File: src/rtl/i2cms_pkg.sv
// i2cms_pkg: shared constants and types for the I2C master status sequencer.
// No dependencies; imported by every module of the block.
package i2cms_pkg;

    // Transfer buffer geometry
    localparam int BUFFER_DEPTH = 32;
    localparam int ADDR_W       = $clog2(BUFFER_DEPTH);
    localparam int POS_W        = 5;
    localparam int LEN_W        = 5;

    // Commands
    localparam logic [1:0] CMD_LOAD  = 2'd0;
    localparam logic [1:0] CMD_READ  = 2'd1;
    localparam logic [1:0] CMD_BEGIN = 2'd2;
    localparam logic [1:0] CMD_EVENT = 2'd3;

    // Controller status codes
    localparam logic [7:0] SC_START      = 8'h08;
    localparam logic [7:0] SC_RESTART    = 8'h10;
    localparam logic [7:0] SC_SLA_W_ACK  = 8'h18;
    localparam logic [7:0] SC_SLA_W_NACK = 8'h20;
    localparam logic [7:0] SC_DATA_ACK   = 8'h28;
    localparam logic [7:0] SC_DATA_NACK  = 8'h30;
    localparam logic [7:0] SC_ARB_LOST   = 8'h38;
    localparam logic [7:0] SC_SLA_R_ACK  = 8'h40;
    localparam logic [7:0] SC_SLA_R_NACK = 8'h48;
    localparam logic [7:0] SC_RX_ACK     = 8'h50;
    localparam logic [7:0] SC_RX_NACK    = 8'h58;

    // Transfer states
    localparam logic [2:0] ST_IDLE           = 3'd0;
    localparam logic [2:0] ST_STARTED        = 3'd1;
    localparam logic [2:0] ST_RESTARTED      = 3'd2;
    localparam logic [2:0] ST_REPEATED_START = 3'd3;
    localparam logic [2:0] ST_DATA_ACK       = 3'd4;
    localparam logic [2:0] ST_DONE           = 3'd5;

    // Register indexes on the configuration port
    localparam logic REG_WRITE_LENGTH = 1'b0;
    localparam logic REG_READ_LENGTH  = 1'b1;

    // Decoded request after the first stage; the byte comes from the buffer
    typedef struct packed {
        logic       transmit_valid;
        logic       read_request;
        logic       set_start;
        logic       set_stop;
        logic       set_ack;
        logic       clear_start;
        logic       clear_interrupt;
        logic [2:0] transfer_state;
    } t_s1;

endpackage

File: src/rtl/i2c_master_status_sequencer_core.sv
// i2c_master_status_sequencer_core: top level with configuration registers,
// handshake and result register. Depends on i2cms_pkg and i2cms_seq.
//
// Usage: software loads the 32-byte transfer buffer with load requests
// (slot 0 address+write, slots 1.. write data, slot 2 address+read), sets
// write_length and read_length over the APB port (offsets 0x0 and 0x4),
// then sends begin. Every controller status code is then sent as a status
// event request; each request yields exactly one result carrying the byte
// to transmit, the control actions and the transfer state.
// Input channel: i_valid / o_stall. Output channel: o_valid / i_stall.
// The decode and buffer read are registered in the first stage, then the
// result register. Unless o_stall is high, one request is taken per cycle.
// If the receiver stalls, the result register and the first stage hold and
// o_stall rises once both are full; nothing is dropped.
// Reset clears the transfer state, positions, lengths and valid flags; the
// buffer contents are undefined until loaded.
module i2c_master_status_sequencer_core (
    input  logic        i_clk,
    input  logic        i_rst_n,
    input  logic        i_valid,
    output logic        o_stall,
    input  logic [1:0]  i_command,
    input  logic [7:0]  i_status_code,
    input  logic [7:0]  i_received_byte,
    input  logic [4:0]  i_buffer_index,
    input  logic [7:0]  i_buffer_value,
    output logic        o_valid,
    input  logic        i_stall,
    output logic [7:0]  o_transmit_byte,
    output logic        o_transmit_valid,
    output logic        o_set_start,
    output logic        o_set_stop,
    output logic        o_set_ack,
    output logic        o_clear_start,
    output logic        o_clear_interrupt,
    output logic [2:0]  o_transfer_state,
    output logic [7:0]  o_read_value,
    output logic        o_transfer_done,
    input  logic        psel,
    input  logic        penable,
    input  logic        pwrite,
    input  logic [2:0]  paddr,
    input  logic [31:0] pwdata,
    output logic [31:0] prdata,
    output logic        pready
);
    import i2cms_pkg::*;

    logic [LEN_W-1:0] r_write_length;
    logic [LEN_W-1:0] r_read_length;
    logic             cfg_write;
    logic             accept;
    logic             s1_move;
    logic             r_s1_valid;
    logic             r_out_valid;
    t_s1              s1;
    logic [7:0]       buf_data;
    logic [7:0]       r_tx;
    logic [7:0]       r_rd;
    t_s1              r_out;

    // Configuration registers
    assign pready    = 1'b1;
    assign cfg_write = psel && penable && pwrite;

    always_ff @(posedge i_clk) begin
        if (!i_rst_n) begin
            r_write_length <= '0;
            r_read_length  <= '0;
        end else if (cfg_write) begin
            if (paddr[2] == REG_WRITE_LENGTH) begin
                r_write_length <= pwdata[LEN_W-1:0];
            end else begin
                r_read_length <= pwdata[LEN_W-1:0];
            end
        end
    end

    assign prdata = (paddr[2] == REG_WRITE_LENGTH) ? 32'(r_write_length)
                                                   : 32'(r_read_length);

    // Handshake: first stage drains into the result register when it is free
    assign s1_move = r_s1_valid && (!r_out_valid || !i_stall);
    assign o_stall = r_s1_valid && !s1_move;
    assign accept  = i_valid && !o_stall;

    always_ff @(posedge i_clk) begin
        if (!i_rst_n) begin
            r_s1_valid  <= 1'b0;
            r_out_valid <= 1'b0;
        end else begin
            if (accept) begin
                r_s1_valid <= 1'b1;
            end else if (s1_move) begin
                r_s1_valid <= 1'b0;
            end
            if (s1_move) begin
                r_out_valid <= 1'b1;
            end else if (!i_stall) begin
                r_out_valid <= 1'b0;
            end
        end
    end

    i2cms_seq u_seq (
        .i_clk           (i_clk),
        .i_rst_n         (i_rst_n),
        .i_accept        (accept),
        .i_command       (i_command),
        .i_status_code   (i_status_code),
        .i_received_byte (i_received_byte),
        .i_buffer_index  (i_buffer_index),
        .i_buffer_value  (i_buffer_value),
        .i_write_length  (r_write_length),
        .i_read_length   (r_read_length),
        .o_s1            (s1),
        .o_buf_data      (buf_data)
    );

    // Result register
    always_ff @(posedge i_clk) begin
        if (s1_move) begin
            r_out <= s1;
            r_tx  <= s1.transmit_valid ? buf_data : 8'd0;
            r_rd  <= s1.read_request ? buf_data : 8'd0;
        end
    end

    assign o_valid           = r_out_valid;
    assign o_transmit_byte   = r_tx;
    assign o_transmit_valid  = r_out.transmit_valid;
    assign o_set_start       = r_out.set_start;
    assign o_set_stop        = r_out.set_stop;
    assign o_set_ack         = r_out.set_ack;
    assign o_clear_start     = r_out.clear_start;
    assign o_clear_interrupt = r_out.clear_interrupt;
    assign o_transfer_state  = r_out.transfer_state;
    assign o_read_value      = r_rd;
    assign o_transfer_done   = (r_out.transfer_state == ST_DONE);

endmodule

File: src/rtl/i2cms_seq.sv
// i2cms_seq: decodes one request, updates transfer state and positions, and
// accesses the transfer buffer. Depends on i2cms_pkg.
module i2cms_seq (
    input  logic                       i_clk,
    input  logic                       i_rst_n,
    input  logic                       i_accept,
    input  logic [1:0]                 i_command,
    input  logic [7:0]                 i_status_code,
    input  logic [7:0]                 i_received_byte,
    input  logic [4:0]                 i_buffer_index,
    input  logic [7:0]                 i_buffer_value,
    input  logic [i2cms_pkg::LEN_W-1:0] i_write_length,
    input  logic [i2cms_pkg::LEN_W-1:0] i_read_length,
    output i2cms_pkg::t_s1             o_s1,
    output logic [7:0]                 o_buf_data
);
    import i2cms_pkg::*;

    logic [2:0]        r_state;
    logic [2:0]        n_state;
    logic [POS_W-1:0]  r_wpos;
    logic [POS_W-1:0]  n_wpos;
    logic [POS_W-1:0]  r_rpos;
    logic [POS_W-1:0]  n_rpos;
    logic [POS_W-1:0]  wpos_inc;
    logic [POS_W-1:0]  rpos_inc;
    logic [POS_W-1:0]  wr_slot;
    logic [POS_W-1:0]  rx_slot;
    logic [ADDR_W-1:0] mem_addr;
    logic              mem_we;
    logic [7:0]        mem_wdata;
    t_s1               n_s1;
    t_s1               r_s1;
    logic [7:0]        r_rdata;
    logic [7:0]        r_mem [BUFFER_DEPTH];

    assign wpos_inc = r_wpos + POS_W'(1);
    assign rpos_inc = r_rpos + POS_W'(1);
    assign wr_slot  = r_wpos + POS_W'(1);
    assign rx_slot  = r_rpos + POS_W'(3);

    // Request decode and next transfer state
    always_comb begin
        n_state   = r_state;
        n_wpos    = r_wpos;
        n_rpos    = r_rpos;
        n_s1      = '0;
        mem_addr  = ADDR_W'(i_buffer_index);
        mem_we    = 1'b0;
        mem_wdata = i_buffer_value;
        unique case (i_command)
            CMD_LOAD: begin
                mem_we = 1'b1;
            end
            CMD_READ: begin
                n_s1.read_request = 1'b1;
            end
            CMD_BEGIN: begin
                n_state        = ST_IDLE;
                n_wpos         = '0;
                n_rpos         = '0;
                n_s1.set_start = 1'b1;
            end
            default: begin
                n_s1.clear_interrupt = 1'b1;
                unique case (i_status_code)
                    SC_START: begin
                        mem_addr            = ADDR_W'(0);
                        n_s1.transmit_valid = 1'b1;
                        n_s1.clear_start    = 1'b1;
                        n_state             = ST_STARTED;
                    end
                    SC_RESTART: begin
                        mem_addr            = ADDR_W'(2);
                        n_s1.transmit_valid = 1'b1;
                        n_s1.clear_start    = 1'b1;
                        n_state             = ST_RESTARTED;
                    end
                    SC_SLA_W_ACK: begin
                        if (r_state == ST_STARTED) begin
                            mem_addr            = ADDR_W'(wr_slot);
                            n_s1.transmit_valid = 1'b1;
                            n_wpos              = wpos_inc;
                            n_state             = ST_DATA_ACK;
                        end
                    end
                    SC_SLA_W_NACK, SC_DATA_ACK, SC_DATA_NACK: begin
                        if (r_wpos != i_write_length) begin
                            mem_addr            = ADDR_W'(wr_slot);
                            n_s1.transmit_valid = 1'b1;
                            n_wpos              = wpos_inc;
                            if (wpos_inc != i_write_length) begin
                                n_state = ST_DATA_ACK;
                            end else if (i_read_length != '0) begin
                                n_s1.set_start = 1'b1;
                                n_state        = ST_REPEATED_START;
                            end else begin
                                n_state = ST_DONE;
                            end
                        end else if (i_read_length != '0) begin
                            n_s1.set_start = 1'b1;
                            n_state        = ST_REPEATED_START;
                        end else begin
                            n_s1.set_stop = 1'b1;
                            n_state       = ST_DONE;
                        end
                    end
                    SC_ARB_LOST, SC_SLA_R_ACK: begin
                        n_s1.set_ack = 1'b1;
                    end
                    SC_SLA_R_NACK: begin
                        n_state = ST_DONE;
                    end
                    SC_RX_ACK, SC_RX_NACK: begin
                        // store the received byte from slot 3 on
                        mem_addr     = ADDR_W'(rx_slot);
                        mem_we       = 1'b1;
                        mem_wdata    = i_received_byte;
                        n_s1.set_ack = 1'b1;
                        if (rpos_inc != i_read_length) begin
                            n_rpos  = rpos_inc;
                            n_state = ST_DATA_ACK;
                        end else begin
                            n_rpos  = '0;
                            n_state = ST_DONE;
                        end
                    end
                    default: begin
                    end
                endcase
            end
        endcase
        n_s1.transfer_state = n_state;
    end

    // Control state
    always_ff @(posedge i_clk) begin
        if (!i_rst_n) begin
            r_state <= ST_IDLE;
            r_wpos  <= '0;
            r_rpos  <= '0;
        end else if (i_accept) begin
            r_state <= n_state;
            r_wpos  <= n_wpos;
            r_rpos  <= n_rpos;
        end
    end

    // Stage payload
    always_ff @(posedge i_clk) begin
        if (i_accept) begin
            r_s1 <= n_s1;
        end
    end

    // Transfer buffer, one port, registered read
    always_ff @(posedge i_clk) begin
        if (i_accept) begin
            if (mem_we) begin
                r_mem[mem_addr] <= mem_wdata;
            end
            r_rdata <= r_mem[mem_addr];
        end
    end

    assign o_s1       = r_s1;
    assign o_buf_data = r_rdata;

endmodule

File: config.mk
export PLATFORM = sky130hd
export DESIGN_NAME = i2c_master_status_sequencer_core
export DESIGN_NICKNAME = d
export VERILOG_FILES = /design/src/rtl/i2cms_pkg.sv /design/src/rtl/i2c_master_status_sequencer_core.sv /design/src/rtl/i2cms_seq.sv
export SDC_FILE = /design/constraint.sdc
export NUM_CORES = 1
export LEC_CHECK = 0
export BUFFER_PORTS_ARGS = -buffer_cell sky130_fd_sc_hd__clkbuf_2
export CELL_PAD_IN_SITES_DETAIL_PLACEMENT = 1
export CELL_PAD_IN_SITES_GLOBAL_PLACEMENT = 1
export CORE_MARGIN = 4
export CORE_UTILIZATION = 44
export CTS_CLUSTER_DIAMETER = 80
export CTS_CLUSTER_SIZE = 28
export DETAILED_ROUTE_END_ITERATION = 6
export GPL_TIMING_DRIVEN = 0
export PLACE_DENSITY_LB_ADDON = 0.1
export SETUP_SLACK_MARGIN = 0.05
export SLEW_MARGIN = 20
export SYNTH_ARGS = -nofsm -noshare
export SYNTH_HDL_FRONTEND = slang
export SYNTH_SLANG_ARGS = --single-unit
File: constraint.sdc
create_clock -name i_clk -period 4.25 [get_ports i_clk]
set_clock_uncertainty 0.2 [all_clocks]
set_input_delay 0.85 -clock i_clk [delete_from_list [all_inputs] [get_ports i_clk]]
set_output_delay 0.85 -clock i_clk [all_outputs]
set_load 0.005 [all_outputs]
==> run_results.csv, run 1 <==
group,metric,value,unit
power_and_ir_drop,power_frac_seq,60.2,%
placement,gp_congestion,0.9198,
routing,vias_per_cell,5.767,
logic_synthesis,synth-xor-area-share,1.399,%
global_route,grt_max_degree,33,
finish,multiInputGateArea,4992,um2
logic_synthesis,netlist_top_cells_count,"edfxtp_1 (299), nand2_1 (131), nor2_1 (85), mux2i_1 (66), a21oi_1 (58)",
logic_synthesis,synth_top_area_cell,"edfxtp_1",
floorplan,io_pins,134,
finish,num-fill-cells,3240,
cts,tritoncts,"built",
job,cap_violations,0,
cts,clock_sink_count,324,
logic_synthesis,yosysUniqueCellTypes,67,
logic_synthesis,yosys.area_share.adder,0.2606,%
sta,setup_ws,-0.04698,ns
logic_synthesis,synth.avg_cell_area,12.89,um2
routing,drc_errors,0,
finish,antenna_cells,0,
logic_synthesis,synth_most_common_cell,"edfxtp_1",
setup_path,cp_num_buf_inv,4,
floorplan,die_h,188.9,um
cts,numCtsBuffers,17,
cts,cts_buffer_depth,3,
logic_synthesis,synth-main-ff-cell,"edfxtp_1",
cts,h-tree-depth,1,
power_and_ir_drop,p_per_area,348.2,nW/um2
setup_path,crit_chain,"clkbuf_2, or4_1, buf_2, or3_1, or3_1, buf_6, clkbuf_1, nand3_1, mux2i_1, a221oi_1, a221oi_1, a211oi_1, nand4_1",
sta,drv_slew,0,
sta,worst_pin_slew,0.9013,ns
logic_synthesis,yosysSeqAreaShare,65.82,%
logic_synthesis,synth_compound_area_share,10.52,%
global_route,grt.total_usage,23.22,%
setup_path,critPathLaunchType,"input pin",
power_and_ir_drop,switching_share,24.05,%
cts,clkTransAtPathRegs,0.09,ns
global_route,grt-ovfl-total,0,
placement,numPortBuffers,74,
logic_synthesis,synth_simple_gate_area_share,12.28,%
setup_path,r2r_slack,0.16,ns
power_and_ir_drop,ir_drop,0.2813,mV
setup_path,cp_slowest_stage_delay,0.51,ns
sta,finalCriticalPeriod,4.297,ns
setup_path,critPathKind,"input pin to flip-flop",
finish,regArea,9479,um2
routing,vias,9855,
sta,fmax,232.7,MHz
finish,drive_gt1_share,23.16,%
setup_path,crit_slowest_cell,"or4_1",
power_and_ir_drop,internal-power,0.004464,W
placement,place_ws,-1.520,ns
sta,final-hold-violation-count,0,
setup_path,path_delay_family,"simple AND/OR/NAND/NOR gates",
cts,clk_latency,0.54,ns
sta,max_slew_margin,39.91,%
floorplan,die_area,35690,um2
finish,fin_util,52.95,%
logic_synthesis,syn_inst,1117,
finish,finalNetCount,1342,
cts,root_buffer,"clkbuf_16",
sta,setup_viol,3,
power_and_ir_drop,pwr-share-comb,9.0,%
routing,wl,43.00,mm
routing,wl_per_cell,25.16,um
setup_path,worst-path-stages,13,
finish,synthToLayoutAreaGrowth,17.22,%
logic_synthesis,synth_edf_count,299,
power_and_ir_drop,p_leak,5.845,nW
logic_synthesis,yosys-mux-area-fraction,5.838,%
placement,placed_area,15470,um2
floorplan,start_util,45.17,%
routing,drtPass1Iterations,5,
routing,ant_nets,0,
setup_path,reg2reg_depth,12,
placement,dp_cells,1654,
routing,dr.first_iter.drc_count,830,
floorplan,dieWidth,188.9,um
setup_path,end_kind,"flip-flop",
global_route,antenna_found_initial,0,
placement,dpl.hpwl,29.49,mm
power_and_ir_drop,total_power,0.005878,W
hold_path,hold_class,"flip-flop to flip-flop",
finish,final_area,16880,um2
floorplan,core-area,31880,um2
logic_synthesis,synth_top_family_by_area,"simple AND/OR/NAND/NOR gates",
logic_synthesis,ys_seq_elements,324,
floorplan,num_rows,65,
setup_path,worstPathArrival,4.31,ns
setup_path,cp_max_fo,10,
cts,cts_hold_buf,0,
logic_synthesis,yosys_warnings,0,
logic_synthesis,async_flop_share,0,%
sta,fin_crit_sh,101.1,%
status,violations,"setup timing",
setup_path,critPathRequiredTime,4.26,ns
power_and_ir_drop,clkPwrFrac,30.8,%
power_and_ir_drop,p_sw,0.001414,W
global_route,grt_pass1_vias,9939,
logic_synthesis,netlist_area,14400,um2
status,status,"finished, violations left",
hold_path,hold-path-cell-count,0,
sta,rsz0062_at_grt,"yes",
logic_synthesis,synth.top_cell.area_share,62.35,%
logic_synthesis,synth_area_leaders,"edfxtp_1 (62%), mux2i_1 (4.6%), dfxtp_1 (3.5%), nand2_1 (3.4%), nor2_1 (2.2%)",
global_route,grt_pass1_wl,63.20,mm
finish,finalNonFillerCells,1709,
flip-flops by register name, indices dropped and copies added (netlist names), 3 cells and up:
name	cells
o_transfer_state	3
r_write_length	5
r_read_length	5
u_seq.r_state	3
o_transmit_byte	8
o_read_value	8
u_seq.r_mem	256
u_seq.r_rpos	5
u_seq.r_wpos	5
u_seq.o_buf_data	8
u_seq.o_s1	10
per-layer routing:
layer  routed length (um)  up-vias  global-route usage [%]
li1                     -     4453                       -
met1                18090     4991                   31.05
met2                21310      336                   40.22
met3                 2577       75                   3.835
met4                 1020        0                   5.129
met5                    0        -                       0
area by class of cell:
class	instances	area share, %
clock inverter	8	0.4299
timing repair buffer	104	4.558
buffer	84	3.276
sequential	324	56.15
clock buffer	19	2.564
inverter	10	0.2224
multi-input combinational	725	29.57
tap	435	3.224
cell usage in the layout, fill, tap and decap left out, drive strengths merged, types with 6 or more instances in the layout:
| cell | Yosys | final |
|---|---|---|
| a2111oi | 7 | 7 |
| a211oi | 15 | 15 |
| a21boi | 6 | 6 |
| a21o | 7 | 7 |
| a21oi | 59 | 59 |
| a221oi | 28 | 28 |
| a22oi | 6 | 6 |
| a31oi | 13 | 13 |
| and2 | 23 | 23 |
| buf | 58 | 87 |
| clkbuf | 26 | 120 |
| conb | 2 | 28 |
| dfxtp | 25 | 25 |
| edfxtp | 299 | 299 |
| inv | 10 | 13 |
| mux2 | 16 | 16 |
| mux2i | 66 | 66 |
| nand2 | 131 | 131 |
| nand3 | 48 | 48 |
| nand4 | 13 | 13 |
| nor2 | 86 | 86 |
| nor2b | 33 | 33 |
| nor3 | 16 | 16 |
| o211ai | 7 | 7 |
| o21ai | 19 | 19 |
| o22ai | 11 | 11 |
| o32ai | 10 | 10 |
| or3 | 6 | 6 |
| xnor2 | 14 | 14 |
| xor2 | 9 | 9 |
kinds of logic (layout without fill, tap and decap cells):
logic type,after synthesis,in the layout
flip-flops,324,324
AO/OA/AOI/OAI,211,211
multiplexers,82,82
AND/OR/NAND/NOR,378,378
buffers and inverters,94,225
adder cells (fa/ha/maj),3,3
XOR/XNOR,23,23
other,2,28
path summary, 6_finish.rpt:
kind,start,to
setup / recovery,i_status_code[2],u_seq.o_buf_data[4]
hold / removal,u_seq.o_s1[2],o_transfer_state[2]
setup reg to reg,u_seq.r_state[0],u_seq.o_buf_data[5]
hold reg to reg,u_seq.o_s1[2],o_transfer_state[2]
power by group through the flow:
stage,clock (W),combinational [W],sequential (W)
after global placement,0,0.000458,0.00361
after floorplan,0,0.000273,0.00361
after global routing,0.00198,0.000563,0.00355
after detailed placement,0,0.000472,0.00361
after CTS,0.00184,0.000496,0.00354
final,0.00181,0.000530,0.00354
per-stage QoR:
stage / hold slack (ns) / setup TNS, ns
finish: 0.2253 / -0.06907
CTS: 0.2290 / -0.005572
global placement: 0.2010 / -312.92
detailed placement: 0.2056 / -329.77
global route: 0.2344 / -0.1139
floorplan: 0.2003 / -5.986
repair_timing:
| action | CTS | global route |
|---|---|---|
| endpoints found under the setup margin | 264 | 241 |
| endpoints found under the hold margin | 0 | 0 |
| resized for setup | 92 | 53 |
| pin swaps | 11 | 27 |
| setup buffers | 10 | 18 |
Power figures use the tool's default switching activity.
==> run 2, diff against run 1 <==
Settings changed: CORE_ASPECT_RATIO set to 0.8.
==> run 2 against run 1 <==
  * The flow now finishes without violations
  * Sequential power hardly changed
  * Register-to-register slack hardly changed
  * Wire length is 0.40% higher
  * Worst setup slack improved by 0.081 ns
  * Clock power about the same
  * First-iteration DRC count grew 29%
  * Critical path type unchanged
  * Largest power group unchanged
  * Highest routed layer is now met5
==> run_results.csv, run 2 (synthesis results as in run 1) <==
group,metric,value,unit
sta,drv_slew,0,
finish,drive_gt1_share,25.66,%
floorplan,dieWidth,210.3,um
finish,num-fill-cells,3241,
global_route,grt-ovfl-total,0,
finish,final_cell_mix,"edfxtp_1 (299), nand2_1 (127), clkbuf_2 (81)",
placement,numPortBuffers,74,
cts,clock_sink_count,324,
power_and_ir_drop,switching_share,24.05,%
power_and_ir_drop,p_sw,0.001417,W
placement,dpl.hpwl,29.35,mm
floorplan,num_rows,58,
sta,fmax,237.2,MHz
power_and_ir_drop,power_frac_seq,60.1,%
cts,h-tree-depth,1,
placement,gp_congestion,0.8805,
finish,regArea,9479,um2
floorplan,start_util,45.20,%
job,cap_violations,0,
power_and_ir_drop,pwr-share-comb,9.4,%
setup_path,critPathLaunchType,"input pin",
setup_path,end_kind,"flip-flop",
floorplan,core-area,31860,um2
sta,holdWs,0.2285,ns
hold_path,hold_class,"flip-flop to flip-flop",
setup_path,worstPathArrival,4.23,ns
setup_path,critPathRequiredTime,4.26,ns
floorplan,die_h,169.8,um
cts,root_buffer,"clkbuf_16",
global_route,grt_pass1_wl,63.40,mm
sta,max_slew_margin,40.19,%
routing,wl_per_cell,25.23,um
sta,worst_pin_slew,0.8971,ns
global_route,antenna_found_initial,2,
finish,finalNetCount,1358,
cts,clk_latency,0.53,ns
finish,regMostFlops,"u_seq.r_mem",
routing,dr.first_iter.drc_count,1074,
floorplan,die_area,35710,um2
cts,numCtsBuffers,16,
floorplan,io_pins,134,
routing,vias,9920,
sta,setup_viol,0,
routing,drc_errors,0,
global_route,grt_max_degree,33,
power_and_ir_drop,internal-power,0.004476,W
finish,synthToLayoutAreaGrowth,19.70,%
sta,final-hold-violation-count,0,
power_and_ir_drop,p_leak,5.994,nW
routing,vias_per_cell,5.798,
global_route,grt_pass1_vias,9848,
sta,rsz0062_at_grt,"yes",
routing,ant_nets,0,
power_and_ir_drop,ir_drop,0.3398,mV
finish,final_common_cell,"edfxtp_1",
finish,multiInputGateArea,5101,um2
status,status,"finished clean",
cts,cts_buffer_depth,3,
power_and_ir_drop,p_per_area,341.8,nW/um2
power_and_ir_drop,total_power,0.005893,W
routing,wl,43.17,mm
setup_path,cp_max_fo,7,
power_and_ir_drop,clkPwrFrac,30.5,%
routing,drtPass1Iterations,5,
global_route,grt.total_usage,23.43,%
setup_path,critPathKind,"input pin to flip-flop",
cts,clkTransAtPathRegs,0.11,ns
sta,fin_crit_sh,99.19,%
finish,largest_reg_flops,256,
cts,tritoncts,"built",
sta,finalCriticalPeriod,4.216,ns
[run 2: routing by layer]
layer	part of all wire, %	GRT usage (%)	vias up
met5	0.028	0	-
met4	1.5	4.226	2
met3	6.7	4.147	48
met2	45	36.36	351
met1	47	35.32	5020
li1	-	-	4499
[run 2: cell type report]
class	count	share of cell area, %
Clock inverter	4	0.2903
Sequential cell	324	54.99
Tap cell	420	3.048
Inverter	10	0.2177
Multi-Input combinational cell	725	29.59
Timing Repair Buffer	122	5.777
Antenna cell	1	0.01452
Buffer	83	3.498
Clock buffer	22	2.577
[run 2: power groups by stage]
stage | combinational, W | clock (W) | sequential, W
floorplan | 0.000273 | 0 | 0.00361
global placement | 0.000460 | 0 | 0.00361
detailed placement | 0.000472 | 0 | 0.00361
CTS | 0.000510 | 0.00183 | 0.00354
global route | 0.000589 | 0.00196 | 0.00355
finish | 0.000552 | 0.00180 | 0.00354
[run 2: worst paths after layout]
check | slack [ns] | endpoint | startpoint | cells past startpoint
worst max register to register | 0.15 | u_seq.o_buf_data[6] | u_seq.r_state[0] | 13
worst min-delay path | 0.23 | o_clear_start | u_seq.o_s1[4] | 0
worst max-delay path | 0.03 | u_seq.o_buf_data[3] | i_status_code[2] | 16
worst min register to register | 0.23 | o_clear_start | u_seq.o_s1[4] | 0
[run 2: timing repair]
action | in CTS | in global routing
gates resized for setup | 115 | 70
pin swaps | 31 | 24
hold endpoints to repair | 0 | 0
buffers inserted | 27 | 19
endpoints found under the setup margin | 264 | 240
hold buffers | 0 | 0
[run 2: worst max-delay path, stage by stage]
cell      delay, ns
clkbuf_2       0.10
or4_4          0.54
buf_8          0.16
or3_4          0.36
or3_4          0.34
buf_6          0.14
a21oi_4        0.15
buf_6          0.12
nor2_4         0.06
buf_12         0.16
buf_12         0.14
buf_12         0.14
a21oi_4        0.14
a221oi_2       0.08
a211oi_2       0.48
nand4_1        0.26
[run 2: through the flow]
| step | setup TNS, ns | util, % | cell area (um2) | setup WS (ns) | std cells |
|---|---|---|---|---|---|
| final | 0 | 54.11 | 17240 | 0.03438 | 1711 |
| after global routing | 0 | 54.10 | 17240 | 0.003932 | 1710 |
| after CTS | 0 | 52.62 | 16760 | 0.03884 | 1692 |
| after detailed placement | -306.43 | 48.49 | 15450 | -1.307 | 1639 |
| after global placement | -287.57 | 48.32 | 15390 | -1.250 | 1637 |
| after floorplan | -5.986 | - | 14500 | -0.05621 | 1143 |
==> run 3, diff against run 2 <==
==> constraint.sdc (replaced) <==
create_clock -name i_clk -period 4.25 [get_ports i_clk]
set_clock_uncertainty 0.2 [all_clocks]
set_input_delay 0.6375 -clock i_clk [delete_from_list [all_inputs] [get_ports i_clk]]
set_output_delay 0.6375 -clock i_clk [all_outputs]
set_load 0.005 [all_outputs]
==> run 3 against run 2 <==
  * Critical path type unchanged
  * Cell area is 4.9% lower
  * Worst hold slack worse by 0.080 ns
  * First-iteration DRC count is 9.9% lower
  * Largest power group unchanged
  * Final cell count is 2.1% lower
  * Clock power hardly changed
  * Sequential share of layout area is 2.8 points higher
  * The flow now finishes with violations (setup timing)
==> run_results.csv, run 3 (synthesis results as in run 1) <==
group,metric,value,unit
setup_path,cp_slowest_stage_delay,0.58,ns
routing,wl,41.25,mm
routing,drtPass1Iterations,5,
sta,fmax,235.3,MHz
finish,finalNonFillerCells,1675,
global_route,grt-ovfl-total,0,
status,violations,"setup timing",
cts,numCtsBuffers,16,
setup_path,critPathKind,"input pin to flip-flop",
setup_path,critPathLaunchType,"input pin",
floorplan,start_util,45.20,%
sta,setup_ws,-0.00003508,ns
setup_path,crit_chain,"clkbuf_2, or4_1, buf_2, nor2_1, o21a_1, nand2_1, a21oi_1, clkbuf_1, nand4_1, a21oi_1, nor4_2, nand4_1",
sta,final-hold-violation-count,0,
finish,num-fill-cells,3304,
finish,final_common_cell,"edfxtp_1",
placement,placed_area,15450,um2
job,cap_violations,0,
sta,drv_slew,0,
setup_path,crit_slowest_cell,"clkbuf_1",
cts,cts_hold_buf,0,
sta,worst_pin_slew,1.010,ns
cts,tritoncts,"built",
finish,fin_util,51.47,%
sta,setup_viol,1,
routing,vias_per_cell,5.777,
floorplan,die_h,169.8,um
setup_path,worstPathArrival,4.36,ns
global_route,antenna_found_initial,2,
routing,vias,9677,
finish,finalNetCount,1322,
placement,dpl.hpwl,29.35,mm
power_and_ir_drop,p_per_area,355.4,nW/um2
floorplan,num_rows,58,
floorplan,die_area,35710,um2
sta,finalCriticalPeriod,4.250,ns
finish,largest_reg_flops,256,
setup_path,end_kind,"flip-flop",
finish,regArea,9479,um2
routing,wl_per_cell,24.63,um
global_route,grt_max_degree,33,
floorplan,core-area,31860,um2
cts,clock_sink_count,324,
sta,rsz0062_at_grt,"yes",
power_and_ir_drop,p_leak,5.660,nW
finish,synthToLayoutAreaGrowth,13.87,%
cts,root_buffer,"clkbuf_16",
finish,final_area,16400,um2
setup_path,cp_num_buf_inv,3,
cts,h-tree-depth,1,
floorplan,dieWidth,210.3,um
power_and_ir_drop,ir_drop,0.3431,mV
setup_path,cp_max_fo,10,
global_route,grt_pass1_wl,61.64,mm
global_route,grt_pass1_vias,9542,
cts,clk_latency,0.52,ns
routing,ant_nets,0,
setup_path,path_delay_family,"simple AND/OR/NAND/NOR gates",
global_route,grt.total_usage,22.81,%
placement,dp_cells,1639,
placement,gp_congestion,0.8805,
finish,regMostFlops,"u_seq.r_mem",
sta,max_slew_margin,32.66,%
finish,multiInputGateArea,4855,um2
power_and_ir_drop,total_power,0.005829,W
cts,cts_buffer_depth,3,
placement,numPortBuffers,74,
floorplan,io_pins,134,
hold_path,hold_class,"input pin to flip-flop",
status,status,"finished, violations left",
cts,clkTransAtPathRegs,0.10,ns
finish,final_cell_mix,"edfxtp_1 (299), nand2_1 (130), clkbuf_2 (80)",
sta,fin_crit_sh,100.0,%
setup_path,critPathRequiredTime,4.36,ns
routing,drc_errors,0,
finish,drive_gt1_share,20.65,%
routing,dr.first_iter.drc_count,968,
[run 3: area by class of cell]
type | count | area share, %
sequential | 324 | 57.81
multi-input combinational | 725 | 29.60
tap | 420 | 3.205
buffer | 83 | 3.174
timing repair buffer | 86 | 2.953
clock buffer | 22 | 2.709
clock inverter | 4 | 0.3052
inverter | 10 | 0.2289
antenna | 1 | 0.01526
[run 3: report_power, final]
part | internal, W | switching, W
Combinational | 0.000163 | 0.000342
Clock | 0.000765 | 0.00102
Sequential | 0.00352 | 0.0000196
Total | 0.00445 | 0.00138
[run 3: per-stage QoR]
stage	TNS [ns]	hold slack (ns)	setup slack, ns
2_1_floorplan	0	0.2003	0.1563
3_3_place_gp	-228.26	0.2023	-1.038
3_5_place_dp	-250.33	0.2079	-1.095
4_1_cts	0	0.1352	0.08454
5_1_grt	-0.09897	0.1529	-0.09897
6_report	-0.00003508	0.1489	-0.00003508
[run 3: final timing paths]
path | startpoint | to | slack, ns | cells past startpoint
setup reg to reg | u_seq.r_state[0] | u_seq.o_buf_data[6] | 0.11 | 11
hold / removal | i_valid | r_s1_valid | 0.15 | 2
setup / recovery | i_status_code[2] | u_seq.o_buf_data[6] | -0.00004 | 12
hold reg to reg | u_seq.o_s1[7] | o_set_start | 0.23 | 0
[run 3: routing by layer]
layer  routed length [um]  vias up  global-route usage, %  part of all wire [%]
li1                     -     4424                      -                     -
met1                19540     4908                  34.86                    47
met2                18440      301                  35.08                    45
met3                 2621       42                  4.055                   6.4
met4                  631        2                  3.659                   1.5
met5                   14        -                      0                 0.034
[run 3: repair_timing]
item / CTS / global route
setup endpoints to repair: 264 / 208
setup buffers: 2 / 8
pin swaps: 2 / 8
gates resized for setup: 87 / 12
